$ cat src/slpg_pkg.sv
// Package with shared types, constants and the SOS duration table for the status LED generator.
package slpg_pkg;

    // Field and state widths.
    localparam int L_TIME_W     = 40;
    localparam int L_MODE_W     = 3;
    localparam int L_STEP_W     = 5;
    localparam int L_DUR_W      = 10;
    localparam int L_APB_ADDR_W = 3;
    localparam int L_APB_DATA_W = 32;

    // Remainder widths delivered by the residue pipelines.
    localparam int L_REM125_W = 7;
    localparam int L_REM625_W = 10;
    localparam int L_REM15_W  = 4;

    // Blink periods and heartbeat timing in milliseconds.
    localparam int L_PERIOD_CONN  = 250;
    localparam int L_PERIOD_AP    = 1000;
    localparam int L_PERIOD_DMX   = 500;
    localparam int L_PERIOD_STRIP = 120;
    localparam int L_PERIOD_OK    = 2500;
    localparam int L_OK_ON_MS     = 80;

    // Number of entries in the SOS duration table.
    localparam int L_SOS_TABLE_LEN = 18;

    // Register indexes on the configuration port.
    localparam logic L_REG_LED_ENABLE = 1'b0;
    localparam logic L_REG_POLARITY   = 1'b1;

    // Display modes.
    typedef enum logic [L_MODE_W-1:0] {
        MODE_BOOT          = 3'd0,
        MODE_CONNECTING    = 3'd1,
        MODE_AP            = 3'd2,
        MODE_DMX           = 3'd3,
        MODE_OK            = 3'd4,
        MODE_STRIP_FAULT   = 3'd5,
        MODE_GENERAL_FAULT = 3'd6,
        MODE_OFF           = 3'd7
    } t_mode;

    // Stage load enables of the item pipeline.
    typedef struct packed {
        logic ld0;
        logic ld1;
        logic ld2;
        logic ld3;
        logic ld_out;
    } t_adv;

    // Duration of one SOS step; steps past the table length wrap into it.
    function automatic logic [L_DUR_W-1:0] slpg_sos_dur(input logic [L_STEP_W-1:0] step);
        logic [L_STEP_W-1:0] idx;
        logic [L_DUR_W-1:0]  dur;
        idx = (step >= L_STEP_W'(L_SOS_TABLE_LEN)) ? step - L_STEP_W'(L_SOS_TABLE_LEN) : step;
        case (idx)
            5'd5, 5'd6, 5'd8, 5'd10, 5'd11: dur = 10'd360;
            5'd17:                          dur = 10'd1000;
            default:                        dur = 10'd120;
        endcase
        return dur;
    endfunction

endpackage

$ cat src/slpg_cfg.sv
// APB-style register block holding the enable and polarity settings.
module slpg_cfg (
    input  logic                              i_clk,
    input  logic                              i_rst_n,
    input  logic                              psel,
    input  logic                              penable,
    input  logic                              pwrite,
    input  logic [slpg_pkg::L_APB_ADDR_W-1:0] paddr,
    input  logic [slpg_pkg::L_APB_DATA_W-1:0] pwdata,
    output logic [slpg_pkg::L_APB_DATA_W-1:0] prdata,
    output logic                              pready,
    output logic                              o_led_enable,
    output logic                              o_polarity
);
    import slpg_pkg::*;

    logic r_led_enable;
    logic r_polarity;
    logic wr_en;
    logic reg_idx;

    // A write completes in the access phase; the port never inserts wait states.
    assign pready  = 1'b1;
    assign wr_en   = psel & penable & pwrite & pready;
    assign reg_idx = paddr[2];

    // Register writes.
    always_ff @(posedge i_clk) begin
        if (!i_rst_n) begin
            r_led_enable <= 1'b0;
            r_polarity   <= 1'b1;
        end else if (wr_en) begin
            unique case (reg_idx)
                L_REG_LED_ENABLE: r_led_enable <= pwdata[0];
                L_REG_POLARITY:   r_polarity   <= pwdata[0];
                default: ;
            endcase
        end
    end

    // Read-back mux.
    always_comb begin
        prdata = '0;
        unique case (reg_idx)
            L_REG_LED_ENABLE: prdata[0] = r_led_enable;
            L_REG_POLARITY:   prdata[0] = r_polarity;
            default:          prdata = '0;
        endcase
    end

    assign o_led_enable = r_led_enable;
    assign o_polarity   = r_polarity;

endmodule

$ cat src/slpg_residue.sv
// Three-stage pipeline that reduces a wide time value modulo a small constant.
module slpg_residue #(
    parameter int P_MOD  = 125,
    parameter int P_IN_W = 37
) (
    input  logic                      i_clk,
    input  slpg_pkg::t_adv            i_adv,
    input  logic [P_IN_W-1:0]         i_value,
    output logic [$clog2(P_MOD)-1:0]  o_rem
);
    import slpg_pkg::*;

    localparam int CH_W   = 10;
    localparam int NCH    = (P_IN_W + CH_W - 1) / CH_W;
    localparam int PAD_W  = NCH * CH_W;
    localparam int REM_W  = $clog2(P_MOD);
    localparam int SUM_W  = $clog2(NCH * (2 ** CH_W) * P_MOD);
    localparam int K      = SUM_W + 1;
    localparam int RCP    = (2 ** K) / P_MOD;
    localparam int RCP_W  = $clog2(RCP + 1);
    localparam int PRD_W  = SUM_W + RCP_W;
    localparam int QW     = $clog2((2 ** SUM_W) / P_MOD + 1);

    // Residue of 2^(CH_W*k) for the chunk weights.
    function automatic int chunk_weight(input int k);
        int w;
        w = 1;
        for (int i = 0; i < k; i++) begin
            w = (w * (2 ** CH_W)) % P_MOD;
        end
        return w;
    endfunction

    logic [PAD_W-1:0] pad;
    logic [SUM_W-1:0] prod [NCH];
    logic [SUM_W-1:0] n_sum;
    logic [SUM_W-1:0] r_sum;
    logic [PRD_W-1:0] prod_q;
    logic [QW-1:0]    r_q;
    logic [SUM_W-1:0] r_sum_b;
    logic [SUM_W-1:0] qm;
    logic [SUM_W-1:0] rem_w;
    logic [SUM_W-1:0] rem_c;
    logic [REM_W-1:0] r_rem;

    assign pad = PAD_W'(i_value);

    // Stage A: weighted sum of 10-bit chunks keeps the residue class.
    for (genvar k = 0; k < NCH; k++) begin : g_chunk
        localparam int W = chunk_weight(k);
        assign prod[k] = SUM_W'(pad[k*CH_W +: CH_W]) * SUM_W'(W);
    end

    always_comb begin
        n_sum = '0;
        for (int k = 0; k < NCH; k++) begin
            n_sum = n_sum + prod[k];
        end
    end

    // Stage B: quotient estimate by reciprocal multiplication, low by at most one.
    assign prod_q = PRD_W'(r_sum) * PRD_W'(RCP);

    // Stage C: remainder with a single correction step.
    assign qm    = SUM_W'(r_q) * SUM_W'(P_MOD);
    assign rem_w = r_sum_b - qm;
    assign rem_c = (rem_w >= SUM_W'(P_MOD)) ? rem_w - SUM_W'(P_MOD) : rem_w;

    // Stage registers advance with the item they belong to.
    always_ff @(posedge i_clk) begin
        if (i_adv.ld1) begin
            r_sum <= n_sum;
        end
        if (i_adv.ld2) begin
            r_q     <= QW'(prod_q >> K);
            r_sum_b <= r_sum;
        end
        if (i_adv.ld3) begin
            r_rem <= REM_W'(rem_c);
        end
    end

    assign o_rem = r_rem;

endmodule

$ cat src/slpg_pipe_ctrl.sv
// Valid tracking and stage load enables for the item pipeline and output register.
module slpg_pipe_ctrl (
    input  logic           i_clk,
    input  logic           i_rst_n,
    input  logic           i_valid,
    output logic           o_ready,
    output logic           o_valid,
    input  logic           i_ready,
    output slpg_pkg::t_adv o_adv
);
    import slpg_pkg::*;

    logic [3:0] r_v;
    logic       r_out_valid;
    t_adv       adv;

    // A stage loads when it holds nothing or its content moves on in the same cycle.
    always_comb begin
        adv.ld_out = r_v[3] & (~r_out_valid | i_ready);
        adv.ld3    = r_v[2] & (~r_v[3] | adv.ld_out);
        adv.ld2    = r_v[1] & (~r_v[2] | adv.ld3);
        adv.ld1    = r_v[0] & (~r_v[1] | adv.ld2);
        o_ready    = ~r_v[0] | adv.ld1;
        adv.ld0    = i_valid & o_ready;
    end

    // Stage occupancy.
    always_ff @(posedge i_clk) begin
        if (!i_rst_n) begin
            r_v         <= '0;
            r_out_valid <= 1'b0;
        end else begin
            r_v[0]      <= adv.ld0 | (r_v[0] & ~adv.ld1);
            r_v[1]      <= adv.ld1 | (r_v[1] & ~adv.ld2);
            r_v[2]      <= adv.ld2 | (r_v[2] & ~adv.ld3);
            r_v[3]      <= adv.ld3 | (r_v[3] & ~adv.ld_out);
            r_out_valid <= adv.ld_out | (r_out_valid & ~i_ready);
        end
    end

    assign o_valid = r_out_valid;
    assign o_adv   = adv;

endmodule

$ cat src/slpg_core.sv
// Mode, SOS sequencing and LED state update with the result register.
module slpg_core #(
    parameter int P_SOS_STEPS = 18
) (
    input  logic                                i_clk,
    input  logic                                i_rst_n,
    input  slpg_pkg::t_adv                      i_adv,
    input  logic                                i_func,
    input  logic [slpg_pkg::L_MODE_W-1:0]       i_mode,
    input  logic [slpg_pkg::L_TIME_W-1:0]       i_now,
    input  logic [slpg_pkg::L_REM125_W-1:0]     i_rem125,
    input  logic [slpg_pkg::L_REM625_W-1:0]     i_rem625,
    input  logic [slpg_pkg::L_REM15_W-1:0]      i_rem15,
    input  logic                                i_led_enable,
    input  logic                                i_polarity,
    output logic                                o_led_on,
    output logic                                o_pin_level,
    output logic                                o_pin_driven
);
    import slpg_pkg::*;

    localparam logic [L_STEP_W:0] L_STEPS = (L_STEP_W + 1)'(P_SOS_STEPS);

    t_mode                r_mode;
    t_mode                n_mode;
    logic [L_TIME_W-1:0]  r_phase;
    logic [L_TIME_W-1:0]  n_phase;
    logic [L_STEP_W-1:0]  r_step;
    logic [L_STEP_W-1:0]  n_step;
    logic                 r_led;
    logic                 n_led;
    logic                 r_led_on;
    logic                 r_pin_level;
    logic                 r_pin_driven;

    logic [L_STEP_W-1:0]  step_eff;
    logic [L_STEP_W:0]    step_inc;
    logic [L_STEP_W-1:0]  step_next;
    logic [L_TIME_W-1:0]  elapsed;
    logic                 step_done;

    logic [9:0]           r1000;
    logic [9:0]           r500;
    logic [9:0]           r250;
    logic                 b_conn;
    logic                 b_ap;
    logic                 b_dmx;
    logic                 b_ok;
    logic                 b_strip;

    // Blink phases rebuilt from the residues and the low time bits.
    always_comb begin
        r1000   = {i_rem125, i_now[2:0]};
        r500    = (r1000 >= 10'(L_PERIOD_DMX)) ? r1000 - 10'(L_PERIOD_DMX) : r1000;
        r250    = (r500 >= 10'(L_PERIOD_CONN)) ? r500 - 10'(L_PERIOD_CONN) : r500;
        b_ap    = r1000 < 10'(L_PERIOD_AP / 2);
        b_dmx   = r500 < 10'(L_PERIOD_DMX / 2);
        b_conn  = r250 < 10'(L_PERIOD_CONN / 2);
        b_ok    = {i_rem625, i_now[1:0]} < 12'(L_OK_ON_MS);
        b_strip = {i_rem15, i_now[2:0]} < 7'(L_PERIOD_STRIP / 2);
    end

    // SOS step bookkeeping: a stale step restarts at zero, the last step wraps.
    always_comb begin
        step_eff  = ({1'b0, r_step} >= L_STEPS) ? '0 : r_step;
        step_inc  = {1'b0, step_eff} + 1'b1;
        step_next = (step_inc >= L_STEPS) ? '0 : step_inc[L_STEP_W-1:0];
        elapsed   = i_now - r_phase;
        step_done = elapsed >= L_TIME_W'(slpg_sos_dur(step_eff));
    end

    // Next state for one item.
    always_comb begin
        n_mode  = r_mode;
        n_phase = r_phase;
        n_step  = r_step;
        n_led   = r_led;
        if (i_func) begin
            if (t_mode'(i_mode) != r_mode) begin
                n_mode  = t_mode'(i_mode);
                n_phase = i_now;
                n_step  = '0;
            end
        end else if (i_led_enable) begin
            case (r_mode)
                MODE_BOOT:        n_led = 1'b1;
                MODE_CONNECTING:  n_led = b_conn;
                MODE_AP:          n_led = b_ap;
                MODE_DMX:         n_led = b_dmx;
                MODE_OK:          n_led = b_ok;
                MODE_STRIP_FAULT: n_led = b_strip;
                MODE_GENERAL_FAULT: begin
                    n_led = ~step_eff[0];
                    if (step_done) begin
                        n_phase = i_now;
                        n_step  = step_next;
                    end else begin
                        n_step  = step_eff;
                    end
                end
                default:          n_led = 1'b0;
            endcase
        end
    end

    // State registers update when the item reaches the result register.
    always_ff @(posedge i_clk) begin
        if (!i_rst_n) begin
            r_mode  <= MODE_BOOT;
            r_phase <= '0;
            r_step  <= '0;
            r_led   <= 1'b0;
        end else if (i_adv.ld_out) begin
            r_mode  <= n_mode;
            r_phase <= n_phase;
            r_step  <= n_step;
            r_led   <= n_led;
        end
    end

    // Result register.
    always_ff @(posedge i_clk) begin
        if (i_adv.ld_out) begin
            r_led_on     <= n_led;
            r_pin_level  <= i_polarity ? n_led : ~n_led;
            r_pin_driven <= i_led_enable;
        end
    end

    assign o_led_on     = r_led_on;
    assign o_pin_level  = r_pin_level;
    assign o_pin_driven = r_pin_driven;

endmodule

$ cat src/status_led_pattern_generator_top.sv
// Each item passes through the input register, three residue stages and the result register.
// Throughput: one item per cycle; the pipeline and result register advance whenever
// the downstream side takes a transfer or a stage ahead is empty.
// Reset (i_rst_n low, synchronous) empties the pipeline, sets boot mode with zero phase,
// SOS step and LED state, clears the enable register and selects high-for-on polarity.
// Top level of the status LED pattern generator.
module status_led_pattern_generator_top #(
    parameter int P_SOS_STEPS = 18
) (
    input  logic                              i_clk,
    input  logic                              i_rst_n,
    input  logic                              i_valid,
    output logic                              o_ready,
    input  logic                              i_func,
    input  logic [slpg_pkg::L_MODE_W-1:0]     i_new_mode,
    input  logic [slpg_pkg::L_TIME_W-1:0]     i_now_ms,
    output logic                              o_valid,
    input  logic                              i_ready,
    output logic                              o_led_on,
    output logic                              o_pin_level,
    output logic                              o_pin_driven,
    input  logic                              psel,
    input  logic                              penable,
    input  logic                              pwrite,
    input  logic [slpg_pkg::L_APB_ADDR_W-1:0] paddr,
    input  logic [slpg_pkg::L_APB_DATA_W-1:0] pwdata,
    output logic [slpg_pkg::L_APB_DATA_W-1:0] prdata,
    output logic                              pready
);
    import slpg_pkg::*;

    t_adv                adv;
    logic                led_enable;
    logic                polarity;
    logic                r_func [4];
    logic [L_MODE_W-1:0] r_mode [4];
    logic [L_TIME_W-1:0] r_now  [4];
    logic [L_REM125_W-1:0] rem125;
    logic [L_REM625_W-1:0] rem625;
    logic [L_REM15_W-1:0]  rem15;

    // Configuration registers.
    slpg_cfg u_cfg (
        .i_clk        (i_clk),
        .i_rst_n      (i_rst_n),
        .psel         (psel),
        .penable      (penable),
        .pwrite       (pwrite),
        .paddr        (paddr),
        .pwdata       (pwdata),
        .prdata       (prdata),
        .pready       (pready),
        .o_led_enable (led_enable),
        .o_polarity   (polarity)
    );

    // Handshake and stage enables.
    slpg_pipe_ctrl u_ctrl (
        .i_clk   (i_clk),
        .i_rst_n (i_rst_n),
        .i_valid (i_valid),
        .o_ready (o_ready),
        .o_valid (o_valid),
        .i_ready (i_ready),
        .o_adv   (adv)
    );

    // Item fields travel alongside the residue pipelines.
    always_ff @(posedge i_clk) begin
        if (adv.ld0) begin
            r_func[0] <= i_func;
            r_mode[0] <= i_new_mode;
            r_now[0]  <= i_now_ms;
        end
        if (adv.ld1) begin
            r_func[1] <= r_func[0];
            r_mode[1] <= r_mode[0];
            r_now[1]  <= r_now[0];
        end
        if (adv.ld2) begin
            r_func[2] <= r_func[1];
            r_mode[2] <= r_mode[1];
            r_now[2]  <= r_now[1];
        end
        if (adv.ld3) begin
            r_func[3] <= r_func[2];
            r_mode[3] <= r_mode[2];
            r_now[3]  <= r_now[2];
        end
    end

    // (now / 8) mod 125 gives now mod 1000, 500 and 250.
    slpg_residue #(.P_MOD(125), .P_IN_W(L_TIME_W - 3)) u_res125 (
        .i_clk   (i_clk),
        .i_adv   (adv),
        .i_value (r_now[0][L_TIME_W-1:3]),
        .o_rem   (rem125)
    );

    // (now / 4) mod 625 gives now mod 2500.
    slpg_residue #(.P_MOD(625), .P_IN_W(L_TIME_W - 2)) u_res625 (
        .i_clk   (i_clk),
        .i_adv   (adv),
        .i_value (r_now[0][L_TIME_W-1:2]),
        .o_rem   (rem625)
    );

    // (now / 8) mod 15 gives now mod 120.
    slpg_residue #(.P_MOD(15), .P_IN_W(L_TIME_W - 3)) u_res15 (
        .i_clk   (i_clk),
        .i_adv   (adv),
        .i_value (r_now[0][L_TIME_W-1:3]),
        .o_rem   (rem15)
    );

    // State update and result register.
    slpg_core #(.P_SOS_STEPS(P_SOS_STEPS)) u_core (
        .i_clk        (i_clk),
        .i_rst_n      (i_rst_n),
        .i_adv        (adv),
        .i_func       (r_func[3]),
        .i_mode       (r_mode[3]),
        .i_now        (r_now[3]),
        .i_rem125     (rem125),
        .i_rem625     (rem625),
        .i_rem15      (rem15),
        .i_led_enable (led_enable),
        .i_polarity   (polarity),
        .o_led_on     (o_led_on),
        .o_pin_level  (o_pin_level),
        .o_pin_driven (o_pin_driven)
    );

endmodule
$ cat config.mk
export PLATFORM = sky130hd
export DESIGN_NAME = status_led_pattern_generator_top
export DESIGN_NICKNAME = d
export VERILOG_FILES = /design/src/slpg_pkg.sv /design/src/slpg_cfg.sv /design/src/slpg_residue.sv /design/src/slpg_pipe_ctrl.sv /design/src/slpg_core.sv /design/src/status_led_pattern_generator_top.sv
export SDC_FILE = /design/constraint.sdc
export NUM_CORES = 2
export LEC_CHECK = 0
export BUFFER_PORTS_ARGS = -buffer_cell sky130_fd_sc_hd__buf_4
export CORE_MARGIN = 3
export CORE_UTILIZATION = 37
export DETAILED_ROUTE_END_ITERATION = 8
export HOLD_SLACK_MARGIN = 0.06
export PLACE_DENSITY_LB_ADDON = 0.1
export SLEW_MARGIN = 20
export SYNTH_ARGS = -nofsm -noshare
export SYNTH_HDL_FRONTEND = slang
export SYNTH_HIERARCHICAL = 1
export SYNTH_SLANG_ARGS = --single-unit
$ cat constraint.sdc
create_clock -name i_clk -period 7.7 [get_ports i_clk]
set_input_delay 1.925 -clock i_clk [delete_from_list [all_inputs] [get_ports i_clk]]
set_output_delay 1.925 -clock i_clk [all_outputs]
set_load 0.03 [all_outputs]
# --- Word-level counts from Yosys, hierarchy flattened ---
# Memories as Yosys holds them, arrays and structs flattened.
# Cells that the tools add are included.
word_totals:
  register_bits: 233
  mem_bits_rw: 176
  in_bits: 86
  output_inout_bits: 38
  word_cells: 163
  memories: 3
classes:
  n_addsub: 20
  multipliers: 12
  magnitude_cmp: 14
  eq_ne: 14
  mux: 32
  bitwise: 35
  n_reduce_logical: 10
memory_table:
  columns: ["name", "depth", "width", "read_ports", "rd_ports_with_merged_regs", "wr", "line", "source"]
  rows:
  - ["r_now", 4, 40, 4, 0, 4, "status_led_pattern_generator_top.sv:37", "logic [L_TIME_W-1:0] r_now [4];"]
  - ["r_mode", 4, 3, 4, 0, 4, "status_led_pattern_generator_top.sv:36", "logic [L_MODE_W-1:0] r_mode [4];"]
  - ["r_func", 4, 1, 4, 0, 4, "status_led_pattern_generator_top.sv:35", "logic r_func [4];"]
op_table:
  columns: ["operator", "n"]
  rows:
  - ["40-bit two-way mux", 5]
  - ["40-bit by 10-bit >= comparator with 1-bit output", 1]
  - ["5-bit two-way mux", 8]
  - ["40-bit subtractor", 1]
  - ["19-bit by 17-bit adder with 19-bit output", 2]
  - ["10-bit by 9-bit multiplier with 19-bit output (second input constant)", 2]
  - ["22-bit by 14-bit multiplier with 36-bit output (second input constant)", 1]
  - ["19-bit by 12-bit multiplier with 31-bit output (second input constant)", 1]
  - ["10-bit two-way mux", 3]
  - ["16-bit by 13-bit multiplier with 29-bit output (second input constant)", 1]
  - ["22-bit by 19-bit adder with 22-bit output", 1]
  - ["22-bit by 20-bit adder with 22-bit output", 1]
  - ["22-bit by 10-bit >= comparator with 1-bit output (second input constant)", 1]
  - ["13-bit by 10-bit multiplier with 22-bit output (second input constant)", 1]
  - ["22-bit subtractor", 1]
  - ["10-bit by 19-bit adder with 20-bit output", 1]
  - ["10-bit case mux with 2 select lines", 1]
  - ["19-bit by 7-bit >= comparator with 1-bit output (second input constant)", 1]
  - ["13-bit by 7-bit multiplier with 19-bit output (second input constant)", 1]
  - ["19-bit subtractor", 1]
  - ["8-bit by 9-bit multiplier with 17-bit output (second input constant)", 1]
  - ["10-bit by 15-bit adder with 16-bit output", 1]
  - ["16-bit by 10-bit adder with 16-bit output", 1]
  - ["16-bit by 9-bit adder with 16-bit output", 1]
  - ["46 further kinds", 98]

# --- Depth between registers and ports, before layout ---
depth:
  ltp_word: 13
  ltp_mapped: 27
  mapped_depth_nobuf: 27

# --- Hierarchy ---
# Netlist, hierarchy kept.
by_module_without_submodules:
  columns: ["mod", "instances", "cells_each", "area_each_um2", "seq_area_each_um2"]
  rows:
  - ["slpg_residue at u_res625", 1, 1689, 16776.1, 2011.9]
  - ["slpg_residue at u_res125", 1, 1081, 10406.2, 1741.7]
  - ["slpg_core", 1, 833, 6107.1, 1071.0]
  - ["slpg_residue at u_res15", 1, 543, 5530.3, 1291.2]
  - ["status_led_pattern_generator_top", 1, 176, 5285.1, 5285.1]
  - ["slpg_cfg", 1, 45, 354.1, 40.0]
  - ["slpg_pipe_ctrl", 1, 25, 227.7, 100.1]

# --- Least setup slack after synthesis ---
# OpenSTA, ideal clock, no wires.
synth_timing:
  path_kind: "input to register"
  startpoint: "input port i_ready"
  endpoint: "memory r_func[1], enable pin"
  arrival_ns: 6.808
  required_time_ns: 7.117
  setup_slack_ns: 0.308
  stages: 2
  path_buffers: 0
  cell_sequence: "and4b_4 -> a21boi_1"
synth_lines:
  columns: ["item", "line", "source"]
  rows:
  - ["start: declaration", "status_led_pattern_generator_top.sv:18", "input logic i_ready,"]
  - ["end: declaration", "status_led_pattern_generator_top.sv:35", null]

==> results.ini <==
[run_status]
status = completed

[hold_path]
holdCritPathClass = reg2reg
hold_depth = 0

[sta]
timing.fmax_mhz = 142
setup_ws_ns = 0.644
post-route-min-period_ns = 7.06
fin_setup_tns_ns = 0
fin_skew_ns = 0.0634
rsz0062_at_grt = false
slew_violations = 0
maxSlewHeadroom_pct = 28.2
period_share_pct = 91.6
worst_pin_slew_ns = 1.07
setup_viol = 0
final_hold_viol_count = 0

[finish]
final_nets = 5733
drive_gt1_share_pct = 5.59
regArea_mm2 = 0.0115
multi_input_area_mm2 = 0.0291
layout.cells.most_common = inv_1
antenna_cells = 0
final_cell_mix = inv_1, ha_1, fa_1
final_area_mm2 = 0.0487
area_delta_synth_final_pct = 9.21
num-fill-cells = 11700

[drt]
ant_nets = 0
drt_pass1_iterations = 5
drt-initial-drc-count = 1294
drt-vias-per-instance = 4.80
wl_per_cell_um = 16.7
vias = 29400
finalWirelength_um = 102000
drc = 0

[global_routing]
grt_start_max_net_pins = 100
grt-ovfl-total = 0
grt_pass1_wl_um = 164000
antenna_found_initial = 1
grt_pass1_vias = 29500
track_usage_pct = 16.5

[die]
core_mm2 = 0.119
start_util_pct = 37.5
die-area_mm2 = 0.125
rows = 126
ioPinCount = 124
die_x_um = 353
die_h_um = 353

[synthesis]
ys.warnings.count = 6
syn_area_mm2 = 0.0446
syn_inst = 4388
avgSynthCellArea_um2 = 10.2

[clocking]
cts.sinks = 401
cts-resized-gates = 0
cts.hold.buffers_added = 0
postCtsSetupBuffers = 0
cts_tree = yes
clock-root-buffer = clkbuf_16
cts-htree-levels = 2
clockBufferDepth = 3
insertion_delay_ns = 0.66
path_clk_slew_ns = 0.07
numCtsBuffers = 52

[placement]
hpwl_um = 83600
port-buffer-count = 58
pre_cts_slack_ns = 0.729
place_area_mm2 = 0.0470
gp_congestion = 0.833

[worst_setup_path]
r2r_cells = 24
cp.required_ns = 8.06
r2r_slack_ns = 0.64
crit_end = u_res625/r_sum[20]
rr_endpoint = u_res625/r_sum[20]
worstPathMaxFanout = 9
cp-end-kind = flip-flop
startpoint = r_now[0][27]
cp.arrival_ns = 7.41
r2r_start = r_now[0][27]
crit_type = reg2reg
start_kind = flip-flop

[job]
max_cap_violations = 0

==> per-layer routing <==
| layer | track usage, % | part of all wire (%) | wire length (um) | vias to the layer above |
|---|---|---|---|---|
| li1 | - | - | - | 14900 |
| met1 | 24.1 | 50 | 51500 | 14000 |
| met2 | 26.3 | 45 | 45900 | 384 |
| met3 | 1.86 | 2.8 | 2810 | 95 |
| met4 | 3.38 | 1.9 | 1890 | 0 |
| met5 | 0 | 0 | 0 | - |
==> state kept, by name, indices dropped and copies added, names as in the netlist, 3 cells and up <==
register / flops
r_func: 4
r_mode: 12
r_now: 160
u_core/r_mode: 3
u_core/r_phase: 40
u_core/r_step: 5
u_ctrl/r_v: 4
u_res125/o_rem: 7
u_res125/r_q: 13
u_res125/r_sum: 19
u_res125/r_sum_b: 19
u_res15/o_rem: 4
u_res15/r_q: 11
u_res15/r_sum: 14
u_res15/r_sum_b: 14
u_res625/o_rem: 8
u_res625/r_q: 13
u_res625/r_sum: 22
u_res625/r_sum_b: 22
==> final cells by class <==
class                   count  area share [%]
multi-input cells        2957            59.8
clock inverters            35           0.860
inverters                 978            7.54
repair buffers             94            1.45
clock buffers              59            2.72
flip-flops and latches    401            23.6
well taps                1600            4.11
==> critical path, stage by stage (launching register included) <==
cell,delay (ns)
edfxtp_1,0.78
ha_1,0.36
ha_1,0.28
inv_1,0.05
fa_1,0.50
inv_1,0.04
ha_1,0.30
fa_1,0.48
inv_1,0.05
fa_1,0.53
inv_1,0.04
ha_1,0.35
nand3_1,0.09
o211ai_1,0.28
nor2_1,0.09
xnor2_1,0.16
ha_1,0.22
or4_1,0.58
o21bai_1,0.23
a311oi_1,0.40
o21ai_0,0.21
a41oi_1,0.32
o21ai_0,0.20
nand3_1,0.13
xor2_1,0.07
==> through the flow <==
stage	hold WS [ns]	instances	utilization (%)
finish	0.393	6124	41.0
global route	0.404	6124	41.0
CTS	0.390	6124	41.0
detailed placement	0.405	6030	39.5
global placement	0.400	6030	39.5
floorplan	0.400	4418	-
==> how the worst min path moves through the flow <==
stage / slack (ns) / endpoint / start
after floorplan: 0.40 / r_func[1] / r_func[0]
after global placement: 0.40 / r_now[2][34] / r_now[1][34]
after detailed placement: 0.40 / r_now[2][21] / r_now[1][21]
after CTS: 0.39 / r_now[2][2] / r_now[1][2]
after global routing: 0.40 / r_now[2][2] / r_now[1][2]
final: 0.39 / r_now[2][2] / r_now[1][2]
Power is left out: the tool's default activity adds up to more than one toggle a clock period on the data nets, which glitch-free logic cannot reach.
